File: config.mk
export PLATFORM = sky130hd
export DESIGN_NAME = sexpr_token_splitter_core
export DESIGN_NICKNAME = d
export VERILOG_FILES = /design/src/design/sts_pkg.sv /design/src/design/sts_decode.sv /design/src/design/sts_out_stage.sv /design/src/design/sexpr_token_splitter_core.sv
export SDC_FILE = /design/constraint.sdc
export NUM_CORES = 1
export LEC_CHECK = 0
export ABC_CLOCK_PERIOD_IN_PS = 4400
export BUFFER_PORTS_ARGS = -buffer_cell sky130_fd_sc_hd__buf_2
export CAP_MARGIN = 20
export CORE_ASPECT_RATIO = 2
export CORE_MARGIN = 5
export CORE_UTILIZATION = 52
export DETAILED_ROUTE_END_ITERATION = 8
export PLACE_DENSITY = 0.77
export SKIP_CTS_REPAIR_TIMING = 1
export SYNTH_ARGS = -nofsm -noshare
export SYNTH_HDL_FRONTEND = slang
export SYNTH_HIERARCHICAL = 1
export SYNTH_SLANG_ARGS = --single-unit
export TNS_END_PERCENT = 50
File: constraint.sdc
create_clock -name clk -period 4.4 [get_ports clk]
set_input_delay 0.44 -clock clk [delete_from_list [all_inputs] [get_ports clk]]
set_output_delay 0.44 -clock clk [all_outputs]
set_load 0.05 [all_outputs]
File: src/design/sts_pkg.sv
// shared types, codes and character constants of the token splitter
// no dependencies
package sts_pkg;

	// scan modes, one-hot
	typedef enum logic [4:0] {
		MODE_NORMAL  = 5'b00001,
		MODE_ESC     = 5'b00010,
		MODE_STR     = 5'b00100,
		MODE_STR_ESC = 5'b01000,
		MODE_COMMENT = 5'b10000
	} scan_mode_t;

	// event kinds seen on the result channel
	typedef enum logic [2:0] {
		EV_SYMCHAR = 3'd0,
		EV_SYMEND  = 3'd1,
		EV_PUNCT   = 3'd2,
		EV_END     = 3'd3,
		EV_ERR_ESC = 3'd4,
		EV_ERR_STR = 3'd5
	} ev_kind_t;

	localparam logic [7:0] CH_SPACE  = 8'h20;
	localparam logic [7:0] CH_LF     = 8'h0a;
	localparam logic [7:0] CH_CR     = 8'h0d;
	localparam logic [7:0] CH_TAB    = 8'h09;
	localparam logic [7:0] CH_SEMI   = 8'h3b;
	localparam logic [7:0] CH_QUOTE  = 8'h22;
	localparam logic [7:0] CH_BSLASH = 8'h5c;

	typedef struct packed {
		logic       stream_done;
		logic [7:0] char_in;
	} src_item_t;

	typedef struct packed {
		ev_kind_t   event_kind;
		logic [7:0] event_byte;
		logic       final_of_run;
	} evt_item_t;

	// decoder result for one input item
	typedef struct packed {
		logic [1:0] count;
		evt_item_t  ev0;
		evt_item_t  ev1;
		scan_mode_t next_mode;
		logic       next_open;
	} dec_t;

	function automatic evt_item_t mk_event(ev_kind_t kind, logic [7:0] b);
		evt_item_t e;
		e.event_kind   = kind;
		e.event_byte   = b;
		e.final_of_run = 1'b0;
		return e;
	endfunction

	function automatic logic is_punct(logic [7:0] c);
		logic r;
		case (c)
			8'h28, 8'h29, 8'h5b, 8'h5d, 8'h7b, 8'h7d, 8'h3c, 8'h3e,
			8'h2e, 8'h24, 8'h3a, 8'h23, 8'h40: r = 1'b1;
			default:                            r = 1'b0;
		endcase
		return r;
	endfunction

	function automatic logic is_space(logic [7:0] c);
		return (c == CH_SPACE) || (c == CH_LF) || (c == CH_CR) || (c == CH_TAB);
	endfunction

endpackage

File: src/design/sts_decode.sv
// per-item decoder: events and next scan state for one input item
// depends on sts_pkg
module sts_decode
	import sts_pkg::*;
(
	input  src_item_t  item,
	input  scan_mode_t mode,
	input  logic       open,
	output dec_t       dec
);

	logic [7:0] c;
	assign c = item.char_in;

	always_comb begin
		dec.count     = 2'd0;
		dec.ev0       = mk_event(EV_SYMCHAR, 8'h00);
		dec.ev1       = mk_event(EV_SYMCHAR, 8'h00);
		dec.next_mode = mode;
		dec.next_open = open;

		if (item.stream_done) begin
			dec.next_mode = MODE_NORMAL;
			dec.next_open = 1'b0;
			if (mode == MODE_ESC || mode == MODE_STR_ESC) begin
				dec.ev0   = mk_event(EV_ERR_ESC, 8'h00);
				dec.count = 2'd1;
			end else if (mode == MODE_STR) begin
				dec.ev0   = mk_event(EV_ERR_STR, 8'h00);
				dec.count = 2'd1;
			end else if (open) begin
				dec.ev0   = mk_event(EV_SYMEND, 8'h00);
				dec.ev1   = mk_event(EV_END, 8'h00);
				dec.count = 2'd2;
			end else begin
				dec.ev0   = mk_event(EV_END, 8'h00);
				dec.count = 2'd1;
			end
		end else begin
			case (mode)
				MODE_ESC: begin
					dec.ev0       = mk_event(EV_SYMCHAR, c);
					dec.count     = 2'd1;
					dec.next_open = 1'b1;
					dec.next_mode = MODE_NORMAL;
				end
				MODE_STR: begin
					if (c == CH_QUOTE) begin
						dec.next_mode = MODE_NORMAL;
						dec.next_open = 1'b0;
						if (open) begin
							dec.ev0   = mk_event(EV_SYMEND, 8'h00);
							dec.count = 2'd1;
						end
					end else if (c == CH_BSLASH) begin
						dec.next_mode = MODE_STR_ESC;
					end else begin
						dec.ev0       = mk_event(EV_SYMCHAR, c);
						dec.count     = 2'd1;
						dec.next_open = 1'b1;
					end
				end
				MODE_STR_ESC: begin
					dec.ev0       = mk_event(EV_SYMCHAR, c);
					dec.count     = 2'd1;
					dec.next_open = 1'b1;
					dec.next_mode = MODE_STR;
				end
				MODE_COMMENT: begin
					if (c == CH_LF || c == CH_CR)
						dec.next_mode = MODE_NORMAL;
				end
				default: begin
					dec.next_mode = MODE_NORMAL;
					if (is_punct(c)) begin
						dec.next_open = 1'b0;
						if (open) begin
							dec.ev0   = mk_event(EV_SYMEND, 8'h00);
							dec.ev1   = mk_event(EV_PUNCT, c);
							dec.count = 2'd2;
						end else begin
							dec.ev0   = mk_event(EV_PUNCT, c);
							dec.count = 2'd1;
						end
					end else if (is_space(c) || c == CH_SEMI || c == CH_QUOTE) begin
						dec.next_open = 1'b0;
						if (open) begin
							dec.ev0   = mk_event(EV_SYMEND, 8'h00);
							dec.count = 2'd1;
						end
						if (c == CH_SEMI)
							dec.next_mode = MODE_COMMENT;
						else if (c == CH_QUOTE)
							dec.next_mode = MODE_STR;
					end else if (c == CH_BSLASH) begin
						dec.next_mode = MODE_ESC;
					end else begin
						dec.ev0       = mk_event(EV_SYMCHAR, c);
						dec.count     = 2'd1;
						dec.next_open = 1'b1;
					end
				end
			endcase
		end

		dec.ev0.final_of_run = (dec.count == 2'd1);
		dec.ev1.final_of_run = 1'b1;
	end

endmodule

File: src/design/sts_out_stage.sv
// result register of the token splitter, one event per cycle unless stalled
// depends on sts_pkg
module sts_out_stage
	import sts_pkg::*;
(
	input  logic      clk,
	input  logic      arst_n,
	input  logic      load_valid,
	input  evt_item_t load_item,
	output logic      load_ready,
	output logic      valid,
	input  logic      stall,
	output evt_item_t item
);

	logic      valid_q;
	evt_item_t item_q;

	// register frees up in the same cycle its item is taken
	assign load_ready = !valid_q || !stall;
	assign valid      = valid_q;
	assign item       = item_q;

	always_ff @(posedge clk or negedge arst_n) begin
		if (!arst_n) begin
			valid_q <= 1'b0;
		end else if (load_ready) begin
			valid_q <= load_valid;
		end
	end

	always_ff @(posedge clk) begin
		if (load_ready && load_valid) begin
			item_q <= load_item;
		end
	end

endmodule

File: src/design/sexpr_token_splitter_core.sv
// s-expression token splitter: input register, decoder, result register
// depends on sts_pkg, sts_decode, sts_out_stage
//
// usage
//   src channel: one source byte per item (char_in), or an end marker
//     (stream_done high, char_in ignored)
//   evt channel: token events; final_of_run marks the last event of an item
//   an item causes zero, one or two events
// path: an item is registered at the input and decoded in the cycle after;
//   its first event is loaded into the result register once that register
//   can take it, and evt_valid then offers that event
// throughput: one item per cycle when it makes at most one event and no
//   stall holds evt; an item that makes two events holds the input register
//   until both are loaded, as the result register takes one event per cycle
// items that make no event (whitespace alone, comment bytes, backslash)
//   retire without touching the result register, even while it is stalled
// reset: scan mode returns to normal, no symbol pending, both registers empty
// stall on evt: the result register holds its event; the decoder waits, and
//   src_stall rises once the input register holds an item it cannot retire
module sexpr_token_splitter_core
	import sts_pkg::*;
(
	input  logic      clk,
	input  logic      arst_n,
	input  logic      src_valid,
	output logic      src_stall,
	input  src_item_t src_item,
	output logic      evt_valid,
	input  logic      evt_stall,
	output evt_item_t evt_item
);

	// input register
	logic      valid_s1;
	src_item_t item_s1;

	// scanner state, updated when an item retires
	scan_mode_t mode_q;
	logic       open_q;
	// which event of a two-event item goes out next
	logic       phase_q;

	dec_t      dec;
	evt_item_t sel_ev;
	logic      out_ready;
	logic      emit;
	logic      retire;

	sts_decode u_decode (
		.item (item_s1),
		.mode (mode_q),
		.open (open_q),
		.dec  (dec)
	);

	assign sel_ev = phase_q ? dec.ev1 : dec.ev0;

	// one event leaves per cycle when the result register can take it
	assign emit = valid_s1 && (dec.count != 2'd0) && out_ready;

	// item done: no events at all, or its last event is being loaded
	assign retire = valid_s1 && ((dec.count == 2'd0) ||
		(out_ready && (phase_q == (dec.count == 2'd2))));

	// input side waits only while the held item cannot retire this cycle
	assign src_stall = valid_s1 && !retire;

	always_ff @(posedge clk or negedge arst_n) begin
		if (!arst_n) begin
			valid_s1 <= 1'b0;
		end else if (!src_stall) begin
			valid_s1 <= src_valid;
		end
	end

	always_ff @(posedge clk) begin
		if (!src_stall && src_valid) begin
			item_s1 <= src_item;
		end
	end

	always_ff @(posedge clk or negedge arst_n) begin
		if (!arst_n) begin
			mode_q  <= MODE_NORMAL;
			open_q  <= 1'b0;
			phase_q <= 1'b0;
		end else if (retire) begin
			mode_q  <= dec.next_mode;
			open_q  <= dec.next_open;
			phase_q <= 1'b0;
		end else if (emit) begin
			// first of two events went out
			phase_q <= 1'b1;
		end
	end

	sts_out_stage u_out (
		.clk        (clk),
		.arst_n     (arst_n),
		.load_valid (emit),
		.load_item  (sel_ev),
		.load_ready (out_ready),
		.valid      (evt_valid),
		.stall      (evt_stall),
		.item       (evt_item)
	);

endmodule

==> metrics.md, run 1 <==
| Metric | Value |
|---|---|
| Setup violators final | `0` |
| Starting DRC count in detailed routing | `53` |
| Worst hold path class | `input pin to asynchronous set/reset pin` |
| RR Startpoint | `item_s1[1]` |
| Slew @ Worst Pin | `roughly 770 ps` |
| Post-Synthesis Cell Area | `0.002051 sq mm` |
| Synthesized instance count | `~200` |
| Clock Tree Buf Depth | `2` |
| Site row count | `32` |
| Outcome | `finished clean` |
| Nets | `228` |
| Clock-pin slew on the worst setup and hold paths | `~60 ps` |
| Via Count | `1600` |
| Overall die height | `roughly 100 microns` |
| Post-route setup slack | `roughly 800 ps` |
| GPL Wtd Cong | `between 0.9 and 1` |
| Top FF cell, synth | `edfxtp_1` |
| Ant diodes | `0` |
| Num Clock Sinks | `30` |
| Fin crit share | `between 80 and 90%` |
| CTS tree | `done` |
| Post-DRT Antenna Nets | `0` |
| Vias per cell | `~6.0` |
| Number of hold violations in the final report | `0` |
| H-tree Lvls | `2` |
| CP required | `between 3000 and 4000 ps` |
| Die area | `roughly 0.0054 sq mm` |
| TritonRoute pass-1 iters | `4` |
| Count of unique library cells instantiated by Yosys | `57` |
| Total Routing Usage GR | `18.09%` |
| Boundary Pins | `27` |
| Post-DP HPWL | `between 3 and 4 mm` |
| Synth Warn # | `6` |
| Worst vdd ir | `about 0.44 mV` |
| P_leak | `about 0.92 nW` |
| CP Launch Type | `flip-flop` |
| Total grt overflow | `0` |
| Pwr/cell area | `about 600 mW/mm^2` |
| CP max FO | `11` |
| Clk Latency, worst-skew pair | `roughly 270 ps` |
| RSZ-0062 raised after global routing | `no` |
| Hold_ws | `5.773 ps` |
| Fill cell count | `approximately 370` |
| Final Util | `approximately three fifths` |
| Max Fclk | `between 0.2 and 0.3 GHz` |
| Initial core utilization | `53.35%` |
| CP arrival | `roughly 3200 ps` |
| Clock Tree Root | `clkbuf_8` |
| Port bufs | `26` |
| Layout cells sized above 1 | `roughly 29%` |
| Max Cap Viol | `0` |
| Largest net degree at the start of global routing | `17` |
| DRC | `0` |
| Vias in the first global route | `1571` |
| Share of flip-flops with an asynchronous set or reset | `between 30% and 40%` |
| Mean post-synth cell area | `roughly 10 sq um` |
| Largest area contributor in the netlist | `edfxtp_1` |
| Setup TNS | `0 ps` |
| Clock Skew | `between 5 and 6 ps` |
| Count of pins over their slew limit | `0` |
| Core ar. | `between 0.003 and 0.004 sq mm` |
| Per-cell routed wire length | `~16 microns` |
| Crit. End Element | `output pin` |
| Synth top area cells | `edfxtp_1 (31%), dfrtp_1 (9.8%), mux2_2 (6.6%), mux2_4 (4.4%), nor2_1 (3.3%)` |
| CTS buffer count | `5` |
| Top-area cell type share of the netlist area | `30.75%` |
| CP Launch Point | `item_s1[7]` |
| Post-place setup slack | `approximately 1100 ps` |
| Die width | `54.41 microns` |
| Antenna violations before repair | `0` |
| Post-synthesis sequential area ratio | `41.79%` |
| Drt total wl | `~4.3 mm` |
| First-pass GRT wire length | `roughly 7.2 mm` |
| Layout area overhead | `8.847%` |
| Rel. slew slack | `48.87%` |
| Yosys reg bits | `30` |
| Final min period | `~3600 ps` |
| Critical path class | `flip-flop to output pin` |
| Number of synthesized flops with an enable pin | `21` |
final timing paths:
kind	end	slack [ps]	cells after the start
max reg2reg	u_out/item[4]	1040	8
max in group asynchronous	mode_q[0]	4150	1
min	mode_q[2]	6	1
min reg2reg	u_out/valid	560	1
min in group clk	item_s1[2]	340	1
max	src_stall	790	9
state kept, by name, summed over array words and instances, names as in the netlist:
register,count
u_out/item,12
item_s1,9
mode_q,5
open_q,1
phase_q,1
u_out/valid,1
valid_s1,1
placed cells by master, fill, tap and decap left out, types with 6 or more instances in the layout:
cell type and instances:
buf_2 26, edfxtp_1 21, nor2_1 18, mux2_2 12, dfrtp_1 8, and3_1 8
nand2_1 7, mux2_4 6, a21oi_1 6
cells in the mapped netlist, drive strengths merged (4+ instances only):
cell    count
buf        13
nor2       19
nand2b      5
o21ai       6
inv         5
a21o        5
nor4        4
a21oi       6
and3        8
nor4b       5
nand3       4
nand2       7
nor3        7
a211oi      5
edfxtp     21
mux2       18
dfrtp       8
cell type report:
cell class                 count  area (sq um)  share of cell area [%]
clock inverter                 3         11.26                  0.5045
inverter                       5         18.77                  0.8408
sequential                    30         857.1                   38.40
timing repair buffer          26         130.1                   5.830
multi-input combinational    147          1082                   48.49
tap                           51         63.81                   2.859
clock buffer                   5         68.82                   3.083
report_power, final:
part	total, mW	internal, mW	switching [mW]
Clock	0.199	0.105	0.0936
Sequential	0.524	0.422	0.101
Combinational	0.616	0.215	0.401
Total	1.34	0.743	0.596
per-layer routing:
| metal | part of all wire [%] | track usage, % | wire, microns |
|---|---|---|---|
| met4 | 4.6 | 11.13 | 195 |
| met3 | 4.2 | 3.177 | 178 |
| met1 | 37 | 19.24 | 1570 |
| met2 | 55 | 30.93 | 2341 |
| met5 | 0 | 0 | 0 |
worst max-delay path: stages, from the launching register on:
cell	delay (ps)
edfxtp_1	470
or3b_4	440
nor4_1	310
a211oi_1	100
a21oi_1	650
a21o_1	230
a21boi_2	220
o211ai_1	140
inv_1	80
buf_2	250
cells by family (layout without fill, tap and decap cells):
logic type | after synthesis | count (layout) | share of synthesized area (%)
multiplexers | 19 | 19 | 11.47
other | 2 | 3 | 0.3662
buffers and inverters | 21 | 39 | 5.613
AO/OA/AOI/OAI | 40 | 40 | 14.77
flip-flops | 30 | 30 | 41.79
XOR/XNOR | 5 | 5 | 2.136
AND/OR/NAND/NOR | 80 | 80 | 23.86
metrics by stage:
stage               instance area, sq um  total power, mW  std cells
finish                              2232            1.339        267
global route                        2232            1.418        267
CTS                                 2232            1.349        267
detailed placement                  2152            1.147        259
global placement                    2152            1.138        259
floorplan                           2054            1.036        198
(Power assumes the default switching activity.)
==> inputs of run 2 (changes only) <==
Settings changed: ABC_CLOCK_PERIOD_IN_PS 4400 to 3700.
Clock period 4.4 ns to 3.7 ns, I/O delays scaled along.
==> run 2 against run 1 <==
Compared with the run above: non-clock buffer count is 2 higher; sequential power is 19% higher; register-to-register slack worse by 640 ps; critical endpoint unchanged.
==> metrics.md, run 2 (synthesis gave the netlist of run 1 again) <==
| Metric | Value |
|---|---|
| Critical path class | `flip-flop to output pin` |
| Boundary Pins | `27 (unchanged)` |
| Most frequent CP cell | `a211oi_1` |
| Post-place setup slack | `406.7 ps (-666.9 ps)` |
| Post-DP HPWL | `3.337 mm (+4.1%)` |
| Via Count | `1593 (-0.44%)` |
| Outcome | `finished clean` |
| First-pass GRT wire length | `7.445 mm (+3.7%)` |
| Final min period | `approximately 3300 ps` |
| CTS buffer count | `5 (unchanged)` |
| Overall die height | `98.81 microns (unchanged)` |
| CTS tree | `done` |
| Core ar. | `0.003844 sq mm (unchanged)` |
| Post-DRT Antenna Nets | `0 (unchanged)` |
| Number of hold violations in the final report | `0 (unchanged)` |
| Max Fclk | `around 0.30 GHz` |
| H-tree Lvls | `2 (unchanged)` |
| Hold Crit Start | `src_item[7]` |
| Layout area overhead | `9.762%` |
| Post-route cell area | `0.002251 sq mm (+0.84%)` |
| Die width | `54.41 microns (unchanged)` |
| Fin crit share | `approximately nine tenths` |
| Clock Tree Root | `clkbuf_8` |
| Vias in the first global route | `1695 (+7.9%)` |
| Largest stage delay, worst path | `570 ps (-80 ps)` |
| CP arrival | `2930 ps (-240 ps)` |
| Max reg flops | `12 (unchanged)` |
| Slowest-stage cell, CP | `edfxtp_1` |
| Post-route setup slack | `395.8 ps (-395.8 ps)` |
| Ant diodes | `0 (unchanged)` |
| Starting DRC count in detailed routing | `82 (+55%)` |
| Die area | `0.005376 sq mm (unchanged)` |
| Hold Path Cell Cnt | `1` |
| Drt total wl | `4.404 mm (+2.8%)` |
| Largest net degree at the start of global routing | `17 (unchanged)` |
| Num Clock Sinks | `30 (unchanged)` |
| CP Cell Sequence | `xnor2_1 -> a211oi_1 -> or3_1 -> a21oi_1 -> buf_4 -> a21o_1 -> a211oi_1 -> nand3b_1 -> o211ai_1 -> inv_1 -> buf_2` |
| Clk Latency, worst-skew pair | `290 ps (+20 ps)` |
| Setup TNS | `0 ps (unchanged)` |
| RR Startpoint | `item_s1[1]` |
| Clock Tree Buf Depth | `2 (unchanged)` |
| TritonRoute pass-1 iters | `4 (unchanged)` |
| Placed Instance Area | `0.002160 sq mm (+0.35%)` |
| Hold_ws | `264.6 ps (+258.8 ps)` |
| Most frequent cells in the layout | `buf_2 (26), edfxtp_1 (21), nor2_1 (18), mux2_2 (12)` |
| CP Launch Type | `flip-flop` |
| Port bufs | `26 (unchanged)` |
| Clock-pin slew on the worst setup and hold paths | `50 ps (about the same)` |
| Pwr/cell area | `714.4 mW/mm^2 (+19%)` |
| Vias per cell | `5.922 (-1.2%)` |
| Clock Skew | `8.236 ps (+2.581 ps)` |
| Antenna violations before repair | `0 (unchanged)` |
| Site row count | `32 (unchanged)` |
| Final Power | `1.608 mW (+20%)` |
| RSZ-0062 raised after global routing | `no` |
| Crit. End Element | `output pin` |
| Nets | `230 (+0.88%)` |
| Setup violators final | `0 (unchanged)` |
| GPL Wtd Cong | `0.8846 (-5.5%)` |
| CP required | `3330 ps (-630 ps)` |
| Total grt overflow | `0 (unchanged)` |
| Per-cell routed wire length | `16.37 microns (+2.0%)` |
| Placed Instances | `260 (+0.39%)` |
| DRC | `0 (unchanged)` |
| Layout cells sized above 1 | `29.36% (+0.65 points)` |
| Final Util | `58.56% (+0.49 points)` |
| CP Launch Point | `item_s1[1]` |
| Slew @ Worst Pin | `675.5 ps (-91.48 ps)` |
| CP max FO | `12 (+1)` |
| Finished Layout Cells | `269 (+0.75%)` |
| Worst Reg-to-Reg Cells | `9 (+1)` |
| Count of pins over their slew limit | `0 (unchanged)` |
| Worst hold path class | `input pin to flip-flop` |
| Total Routing Usage GR | `18.84% (+0.76 points)` |
| Rel. slew slack | `54.70% (+5.8 points)` |
| Worst vdd ir | `0.4635 mV (+4.4%)` |
| Max Cap Viol | `0 (unchanged)` |
| Initial core utilization | `53.35% (unchanged)` |
| P_leak | `0.9275 nW (+1.3%)` |
| Commonest non-fill, non-tap cell in the layout | `buf_2` |
[run 2: cell types whose count changed in the layout (fill, tap and decap cells not counted), sizes merged]
cell	delta
dlygate4sd3	+1
clkinv	-1
buf	+1
clkbuf	+1
[run 2: area by class of cell]
cell class | instances | area [sq um]
well taps | 51 | 63.81
repair buffers | 28 | 147.6
inverters | 5 | 18.77
clock buffers | 6 | 72.57
clock inverters | 2 | 8.758
multi-input cells | 147 | 1082
fillers | 362 | 1593
flip-flops and latches | 30 | 857.1
[run 2: path summary, 6_finish.rpt]
path | to | slack, ps
min in group asynchronous | mode_q[1] | 460
max in group asynchronous | mode_q[0] | 2990
hold reg to reg | u_out/valid | 560
hold / removal | item_s1[7] | 260
setup / recovery | src_stall | 400
setup reg to reg | u_out/item[8] | 400
[run 2: per-layer routing]
layer / wire (microns) / vias up / global-route usage, %
li1: - / 774 / -
met1: 1584 / 756 / 18.81
met5: 0 / - / 0
met3: 201 / 13 / 3.177
met4: 131 / 0 / 10.94
met2: 2487 / 50 / 33.80
[run 2: critical path: cells and delay by family (launching register included)]
kind                   cells  cell delay, ps
AND/OR/NAND/NOR            2             300
buffers and inverters      3             450
flip-flops                 1             570
XOR/XNOR                   1             200
AO/OA/AOI/OAI              5            1140
[run 2: power by group]
group,switching (mW),internal [mW],total (mW)
sequential,0.120,0.502,0.622
clock,0.120,0.129,0.249
combinational,0.480,0.258,0.737
